--- config.mk ---
export PLATFORM = sky130hd
export DESIGN_NAME = png_gamma_chunk_finder_flat
export DESIGN_NICKNAME = d
export VERILOG_FILES = /design/src/rtl/pgcf_pkg.sv /design/src/rtl/pgcf_if.sv /design/src/rtl/pgcf_parser.sv /design/src/rtl/pgcf_out_buf.sv /design/src/rtl/png_gamma_chunk_finder.sv /design/src/flat_wrapper.sv
export SDC_FILE = /design/constraint.sdc
export NUM_CORES = 1
export LEC_CHECK = 0
export BUFFER_PORTS_ARGS = -buffer_cell sky130_fd_sc_hd__clkbuf_2
export CORE_MARGIN = 4
export CORE_UTILIZATION = 31
export DETAILED_ROUTE_END_ITERATION = 10
export GPL_TIMING_DRIVEN = 1
export PLACE_DENSITY = 0.47
export SETUP_SLACK_MARGIN = 0.02
export SLEW_MARGIN = 20
export SYNTH_ARGS = -nofsm -noshare
export SYNTH_HDL_FRONTEND = slang
export SYNTH_SLANG_ARGS = --single-unit
--- constraint.sdc ---
create_clock -name clk_i -period 12.95 [get_ports clk_i]
set_input_delay 2.59 -clock clk_i [delete_from_list [all_inputs] [get_ports clk_i]]
set_output_delay 2.59 -clock clk_i [all_outputs]
set_load 0.01 [all_outputs]
--- src/rtl/pgcf_pkg.sv ---
// Shared constants and types for the PNG gAMA chunk finder.
`default_nettype none
package pgcf_pkg;

  localparam int unsigned CAPTURE_BYTES  = 16;  // bytes kept from the gAMA chunk start
  localparam int unsigned SIG_BYTES      = 8;
  localparam int unsigned HEAD_BYTES     = 8;
  localparam int unsigned CHUNK_OVERHEAD = 12;  // length, type and CRC fields
  localparam int unsigned CNT_W          = $clog2(CAPTURE_BYTES + 1);
  localparam int unsigned TAIL_SHIFT     = ((16 - CAPTURE_BYTES) * 8) % 64;

  localparam logic [31:0] TYPE_GAMA = 32'h67414D41;
  localparam logic [31:0] TYPE_IEND = 32'h49454E44;

  typedef enum logic [1:0] {
    ST_FOUND   = 2'd0,
    ST_IEND    = 2'd1,
    ST_TRUNC   = 2'd2,
    ST_NO_GAMA = 2'd3
  } status_e;

  typedef struct packed {
    logic        found;
    logic [63:0] chunk_head;
    logic [63:0] chunk_tail;
    status_e     status;
  } result_t;

endpackage
`default_nettype wire

--- src/rtl/pgcf_if.sv ---
// Stream interfaces for the byte input and the result output.
`default_nettype none
interface pgcf_in_if;
  logic       valid;
  logic       ready;
  logic [7:0] data_byte;
  logic       last_byte;

  modport source (output valid, output data_byte, output last_byte, input ready);
  modport sink   (input valid, input data_byte, input last_byte, output ready);
endinterface

interface pgcf_out_if;
  logic        valid;
  logic        ready;
  logic        found;
  logic [63:0] chunk_head;
  logic [63:0] chunk_tail;
  logic [1:0]  status;

  modport source (output valid, output found, output chunk_head, output chunk_tail,
                  output status, input ready);
  modport sink   (input valid, input found, input chunk_head, input chunk_tail,
                  input status, output ready);
endinterface
`default_nettype wire

--- src/rtl/pgcf_parser.sv ---
// Chunk walker: tracks offsets and chunk boundaries and captures the gAMA chunk.
`default_nettype none
module pgcf_parser (
  input  wire logic             clk_i,
  input  wire logic             rst_ni,
  input  wire logic             accept_i,
  input  wire logic [7:0]       data_byte_i,
  input  wire logic             last_byte_i,
  output logic                  res_valid_o,
  output pgcf_pkg::result_t     res_o
);
  import pgcf_pkg::*;

  typedef enum logic [2:0] {
    PH_SIG, PH_HEADER, PH_SKIP, PH_CAPTURE, PH_IEND_WAIT, PH_DONE
  } phase_e;

  localparam logic [CNT_W-1:0] CAP_CNT  = CNT_W'(CAPTURE_BYTES);
  localparam logic [CNT_W-1:0] HEAD_CNT = CNT_W'(HEAD_BYTES);

  phase_e           phase_q, phase_d;
  logic [31:0]      offset_q, offset_d;
  logic [32:0]      ncs_q, ncs_d;
  logic [CNT_W-1:0] cnt_q, cnt_d;
  status_e          outcome_q, outcome_d;
  logic [63:0]      hdr_q, hdr_d, head_q, head_d, tail_q, tail_d;

  logic [32:0]      here_end;
  logic             reached;
  logic [63:0]      hdr_shift;
  logic [CNT_W-1:0] cnt_inc, cnt_cap;
  logic [33:0]      end_sum;
  logic             hdr_done;
  logic             cap_more;
  status_e          status;

  assign here_end  = {1'b0, offset_q} + 33'd1;
  assign reached   = here_end >= ncs_q;
  assign hdr_shift = {hdr_q[55:0], data_byte_i};
  assign cnt_inc   = cnt_q + CNT_W'(1);
  assign end_sum   = {1'b0, ncs_q} + 34'(CHUNK_OVERHEAD) + {2'b00, hdr_shift[63:32]};
  assign cap_more  = cnt_q < CAP_CNT;
  assign cnt_cap   = cap_more ? cnt_inc : cnt_q;

  always_comb begin
    phase_d   = phase_q;
    ncs_d     = ncs_q;
    cnt_d     = cnt_q;
    outcome_d = outcome_q;
    hdr_d     = hdr_q;
    head_d    = head_q;
    tail_d    = tail_q;
    hdr_done  = 1'b0;
    offset_d  = (offset_q != '1) ? offset_q + 32'd1 : offset_q;
    unique case (phase_q)
      PH_SIG, PH_SKIP: begin
        if (reached) begin
          phase_d = PH_HEADER;
          cnt_d   = '0;
        end
      end
      PH_HEADER: begin
        hdr_d = hdr_shift;
        cnt_d = cnt_inc;
        if (cnt_inc >= HEAD_CNT) begin
          // The chunk end saturates rather than wrapping.
          ncs_d    = end_sum[33] ? '1 : end_sum[32:0];
          hdr_done = 1'b1;
          if (hdr_shift[31:0] == TYPE_GAMA) begin
            head_d  = hdr_shift;
            tail_d  = '0;
            phase_d = PH_CAPTURE;
          end else if (hdr_shift[31:0] == TYPE_IEND) begin
            phase_d = PH_IEND_WAIT;
          end else begin
            phase_d = PH_SKIP;
          end
        end
      end
      PH_CAPTURE: begin
        if (cap_more) begin
          tail_d = {tail_q[55:0], data_byte_i};
          cnt_d  = cnt_inc;
        end
        if (cnt_cap >= CAP_CNT && reached) begin
          outcome_d = ST_FOUND;
          phase_d   = PH_DONE;
        end
      end
      PH_IEND_WAIT: begin
        if (reached) begin
          outcome_d = ST_IEND;
          phase_d   = PH_DONE;
        end
      end
      PH_DONE: begin
      end
      default: begin
      end
    endcase
  end

  always_comb begin
    if (hdr_done || phase_d == PH_SIG || phase_d == PH_HEADER) begin
      status = ST_NO_GAMA;
    end else if (phase_d == PH_DONE) begin
      status = outcome_d;
    end else begin
      status = ST_TRUNC;
    end
    res_valid_o      = accept_i && last_byte_i;
    res_o.status     = status;
    res_o.found      = (status == ST_FOUND);
    res_o.chunk_head = res_o.found ? head_d : '0;
    res_o.chunk_tail = res_o.found ? (tail_d << TAIL_SHIFT) : '0;
  end

  always_ff @(posedge clk_i or negedge rst_ni) begin
    if (!rst_ni) begin
      phase_q   <= PH_SIG;
      offset_q  <= '0;
      ncs_q     <= 33'(SIG_BYTES);
      cnt_q     <= '0;
      outcome_q <= ST_NO_GAMA;
    end else if (accept_i) begin
      if (last_byte_i) begin
        // The next transaction starts a new file.
        phase_q   <= PH_SIG;
        offset_q  <= '0;
        ncs_q     <= 33'(SIG_BYTES);
        cnt_q     <= '0;
        outcome_q <= ST_NO_GAMA;
      end else begin
        phase_q   <= phase_d;
        offset_q  <= offset_d;
        ncs_q     <= ncs_d;
        cnt_q     <= cnt_d;
        outcome_q <= outcome_d;
      end
    end
  end

  always_ff @(posedge clk_i) begin
    if (accept_i) begin
      hdr_q  <= hdr_d;
      head_q <= head_d;
      tail_q <= tail_d;
    end
  end

endmodule
`default_nettype wire

--- src/rtl/pgcf_out_buf.sv ---
// Result register with a skid stage so input bytes keep flowing during output stalls.
`default_nettype none
module pgcf_out_buf (
  input  wire logic              clk_i,
  input  wire logic              rst_ni,
  input  wire logic              push_i,
  input  wire pgcf_pkg::result_t push_data_i,
  output logic                   ready_o,
  pgcf_out_if.source             out_o
);
  import pgcf_pkg::*;

  logic    main_valid_q, skid_valid_q;
  result_t main_q, skid_q;
  logic    take;
  logic    main_load;

  assign take      = main_valid_q && out_o.ready;
  assign main_load = !main_valid_q || take;
  assign ready_o   = !skid_valid_q;

  always_ff @(posedge clk_i or negedge rst_ni) begin
    if (!rst_ni) begin
      main_valid_q <= 1'b0;
      skid_valid_q <= 1'b0;
    end else if (main_load) begin
      main_valid_q <= skid_valid_q || push_i;
      skid_valid_q <= skid_valid_q && push_i;
    end else if (push_i) begin
      skid_valid_q <= 1'b1;
    end
  end

  always_ff @(posedge clk_i) begin
    if (main_load) begin
      main_q <= skid_valid_q ? skid_q : push_data_i;
      if (skid_valid_q && push_i) begin
        skid_q <= push_data_i;
      end
    end else if (push_i) begin
      skid_q <= push_data_i;
    end
  end

  assign out_o.valid      = main_valid_q;
  assign out_o.found      = main_q.found;
  assign out_o.chunk_head = main_q.chunk_head;
  assign out_o.chunk_tail = main_q.chunk_tail;
  assign out_o.status     = main_q.status;

endmodule
`default_nettype wire

--- src/rtl/png_gamma_chunk_finder.sv ---
// Top level of the streaming PNG chunk walker that reports the first gAMA chunk.
//
//   Channel  Dir  Payload                                   Transaction
//   in_i     in   data_byte[7:0], last_byte                 one file byte
//   out_o    out  found, chunk_head[63:0], chunk_tail[63:0],  one result per file,
//                 status[1:0]                               after the last byte
//
// One byte is taken every cycle while the skid stage is empty; each byte updates the
// walker state in a single pass (an offset compare, one 34-bit chunk end add and a
// shift). A file's result enters the result register, or the skid stage while that
// register is held; up to two results are held, so input only stalls when both are
// occupied. Reset is asynchronous and active low and needs no clearing pass.
`default_nettype none
module png_gamma_chunk_finder (
  input  wire logic  clk_i,
  input  wire logic  rst_ni,
  pgcf_in_if.sink    in_i,
  pgcf_out_if.source out_o
);
  import pgcf_pkg::*;

  logic    accept;
  logic    res_valid;
  logic    buf_ready;
  result_t res;

  assign in_i.ready = buf_ready;
  assign accept     = in_i.valid && buf_ready;

  pgcf_parser u_parser (
    .clk_i       (clk_i),
    .rst_ni      (rst_ni),
    .accept_i    (accept),
    .data_byte_i (in_i.data_byte),
    .last_byte_i (in_i.last_byte),
    .res_valid_o (res_valid),
    .res_o       (res)
  );

  pgcf_out_buf u_out_buf (
    .clk_i       (clk_i),
    .rst_ni      (rst_ni),
    .push_i      (res_valid),
    .push_data_i (res),
    .ready_o     (buf_ready),
    .out_o       (out_o)
  );

endmodule
`default_nettype wire
--- src/flat_wrapper.sv ---
// flat-port wrapper written by rule: the top's interface ports become plain ports
module png_gamma_chunk_finder_flat import pgcf_pkg::*;
  (clk_i, rst_ni, in_i_valid, in_i_data_byte, in_i_last_byte, in_i_ready, out_o_valid, out_o_found, out_o_chunk_head, out_o_chunk_tail, out_o_status, out_o_ready);
  pgcf_in_if in_i_i ();
  pgcf_out_if out_o_i ();
  input  wire logic clk_i;
  input  wire logic rst_ni;
  input wire logic [$bits(in_i_i.valid)-1:0] in_i_valid;
  input wire logic [$bits(in_i_i.data_byte)-1:0] in_i_data_byte;
  input wire logic [$bits(in_i_i.last_byte)-1:0] in_i_last_byte;
  output wire logic [$bits(in_i_i.ready)-1:0] in_i_ready;
  output wire logic [$bits(out_o_i.valid)-1:0] out_o_valid;
  output wire logic [$bits(out_o_i.found)-1:0] out_o_found;
  output wire logic [$bits(out_o_i.chunk_head)-1:0] out_o_chunk_head;
  output wire logic [$bits(out_o_i.chunk_tail)-1:0] out_o_chunk_tail;
  output wire logic [$bits(out_o_i.status)-1:0] out_o_status;
  input wire logic [$bits(out_o_i.ready)-1:0] out_o_ready;
  assign in_i_i.valid = in_i_valid;
  assign in_i_i.data_byte = in_i_data_byte;
  assign in_i_i.last_byte = in_i_last_byte;
  assign in_i_ready = in_i_i.ready;
  assign out_o_valid = out_o_i.valid;
  assign out_o_found = out_o_i.found;
  assign out_o_chunk_head = out_o_i.chunk_head;
  assign out_o_chunk_tail = out_o_i.chunk_tail;
  assign out_o_status = out_o_i.status;
  assign out_o_i.ready = out_o_ready;
  png_gamma_chunk_finder u_core (.clk_i(clk_i), .rst_ni(rst_ni), .in_i(in_i_i), .out_o(out_o_i));
endmodule
==> impl_results.md <==
* Status: completed
* EDFF count, synth at around 450
* Total GRT Usage at 14.9%
* Worst skew pair latency at 650 ps
* Die height at 289 um
* Fill cells at 7,724
* Core area at 78,000 um2
* #FFs+latches synth at about 520
* Relative slew slack at 30.2%
* Period utilisation layout at between 50% and 60%
* Syn_nets at 2,227
* FP Rows at ~100
* Most common cell after layout, fill and taps aside: edfxtp_1
* Final Hold Fails at 0
* Antenna cells at 0
* Clock Sinks at 523
* Grt ovf at 0
* Setup tns final at 0 ps
* Crit. End Element: flop
* Fin nets at 2,344
* WP data arrival at 7200 ps
* Largest net degree at the start of global routing at roughly 190
* Lkg Pwr at 10.6 nW
* CP Class: flop to flop
* Post-placement cell area at 26,300 um2
* Period minus WS final at 6870 ps
* Most frequent cells in the layout: edfxtp_1 (446), nand2_1 (225), nor2_1 (191)
* Worst Hold Class: flop to flop
* Root Driver: clkbuf_16
* Peak supply drop at 0.000111 V
* Power Density at 131 nW/um2
* Port-buffer cells at between 100 and 150
* Share of cells above drive strength 1 at 12.4%
* Antenna-violating nets left at 0
* Via count at 16,400
* Mapped Cells at around 2,100
* CP max FO at around 190
* Die width at 289 um
* Mean Syn Cell Area at 11.6 um2
* Req. time, crit path at 13,280 ps
* Initial Util at 31.5%
* Routed WL at 63.8 mm
* # DRC at 0
* Max-Cap Viols at 0
* Main flop type after synthesis: edfxtp_1
* Async set or reset register ratio after synthesis at between 10% and 20%
* CTS max path bufs at 3
* TritonCTS clock tree: done
* Synth area leaders: edfxtp_1 (55%), dfrtp_1 (7.5%), ha_1 (5.2%), o31ai_1 (4.6%), nand2_1 (3.5%)
* Slew Viols, Final at 0
* Post-synth top area share at around 55%
* Post-DR wirelength/cell at slightly below 20 um
* Post_cts resized at 0
* Initial antenna violation count at 0
* # setup viols final at 0
* First-pass GRT wire length at 97.3 mm
* Detailed placement HPWL at 40.6 mm
* Post-Layout Inst Area at 28,200 um2
* Area delta synth->final at 15.0%
* Die area at 83,700 um2
* Area leader, netlist: edfxtp_1
* Routability cong. at 0.827
* Vias in the first global route at 16,200
* RSZ-0062 raised after global routing: no
* Vias/cell at 4.95
* H-tree depth at 2
* YS warnings at 0
* Skew final at about 56 ps
* Startpoint Class: flop
* Area of the mapped netlist at 24,500 um2
* Post-synthesis sequential area ratio at 62.5%
* Post-CTS Hold Buffers at 0
* Num CTS Buffers at 60
* Worst-Margin Slew at 1050 ps
* Max Clk Rate at 146 MHz
* Iter 0 DRT Violations at 1,290
* I/O pin total at ~150
* Synth cell types at 72
* Detailed Routing Iterations Pass 1 at 5
* Worst-path clk slew at 60 ps
* # Post-CTS Setup Buffers at 0
path summary, 6_finish.rpt:
kind,from,endpoint,slack (ps),cells past startpoint
max in group asynchronous,rst_ni,u_core.u_out_buf.skid_valid_q$_DFFE_PN0P_,9880,2
max reg2reg,u_core.u_parser.offset_q[0]$_DFFE_PN0P_,u_core.u_out_buf.out_o.chunk_head[28]$_DFFE_PN_,6080,17
min in group asynchronous,rst_ni,u_core.u_parser.offset_q[7]$_DFFE_PN0P_,1850,1
min,u_core.u_parser.hdr_q[26]$_DFFE_PP_,u_core.u_parser.hdr_q[34]$_DFFE_PP_,440,0
min reg2reg,u_core.u_parser.hdr_q[26]$_DFFE_PP_,u_core.u_parser.hdr_q[34]$_DFFE_PP_,440,0
max,u_core.u_parser.offset_q[0]$_DFFE_PN0P_,u_core.u_out_buf.out_o.chunk_head[28]$_DFFE_PN_,6080,17
cell usage after synthesis, types with 32 or more instances:
| library cell | n |
|---|---|
| edfxtp_1 | 446 |
| nand2_1 | 227 |
| nor2_1 | 193 |
| inv_1 | 182 |
| o31ai_1 | 150 |
| a21oi_1 | 123 |
| ha_1 | 101 |
| clkbuf_1 | 86 |
| and3_1 | 84 |
| o21ai_0 | 81 |
| dfrtp_1 | 74 |
| nand3_1 | 32 |
cell type report:
type,count,area [um2],share of cell area [%]
clock buffer,72,1550,5.48
tap,1040,1300,4.61
inverter,184,696,2.47
sequential,523,15300,54.3
timing repair buffer,172,943,3.34
multi-input combinational,1288,8090,28.7
clock inverter,39,303,1.07
per-layer routing:
metal | track usage, % | wire, um
met1 | 20.7 | 29900
met2 | 24.4 | 29800
met3 | 2.61 | 2860
met4 | 3.48 | 1240
met5 | 0 | 0
power by group:
group	total, mW	internal [mW]	switching (mW)
clock	1.60	0.910	0.693
sequential	1.92	1.89	0.0285
combinational	0.165	0.0471	0.118
through the flow:
step / std cells / utilization (%) / total power [mW] / hold slack (ps) / worst slack (ps)
detailed placement: 3207 / 33.8 / 2.12 / 432 / 6230
global placement: 3207 / 33.8 / 2.12 / 429 / 6400
CTS: 3318 / 36.2 / 3.75 / 441 / 6230
global route: 3318 / 36.2 / 3.83 / 448 / 5610
floorplan: 2112 / - / 2.03 / 417 / 2100
finish: 3318 / 36.2 / 3.68 / 443 / 6080
cell families after synthesis:
kind of cell               share of synthesized area, %
AOI/OAI and AO/OA                                  12.0
xor gates and xnor gates                           1.79
adders and majority gates                          5.23
buffers and inverters                              4.74
DFF                                                62.5
muxes                                              1.45
and+or+nand+nor                                    12.3
flip-flops by register name, summed over array words and instances, names as in the netlist:
| name | flops |
|---|---|
| u_core.u_out_buf.skid_q | 131 |
| u_core.u_out_buf.out_o.chunk_head | 64 |
| u_core.u_out_buf.out_o.chunk_tail | 64 |
| u_core.u_parser.head_q | 64 |
| u_core.u_parser.tail_q | 64 |
| u_core.u_parser.hdr_q | 56 |
| u_core.u_parser.ncs_q | 33 |
| u_core.u_parser.offset_q | 32 |
| u_core.u_parser.cnt_q | 5 |
| u_core.u_parser.phase_q | 3 |
| u_core.u_out_buf.out_o.status | 2 |
| u_core.u_parser.outcome_q | 2 |
| u_core.u_out_buf.out_o.found | 1 |
| u_core.u_out_buf.out_o.valid | 1 |
| u_core.u_out_buf.skid_valid_q | 1 |
critical path, stage by stage, from the launching register on:
cell and delay (ps):
dfrtp_1 430, ha_1 250, and2_1 240, nand4_1 320
nor4_2 680, nand3_1 400, inv_1 180, ha_1 150
nand4_1 170, or4_1 600, or4_1 550, o221ai_2 280
nor2_2 130, and3_1 250, o31ai_4 240, buf_4 720
buf_12 660, o31ai_1 140
Note: power is estimated with default switching activity, not from simulation.
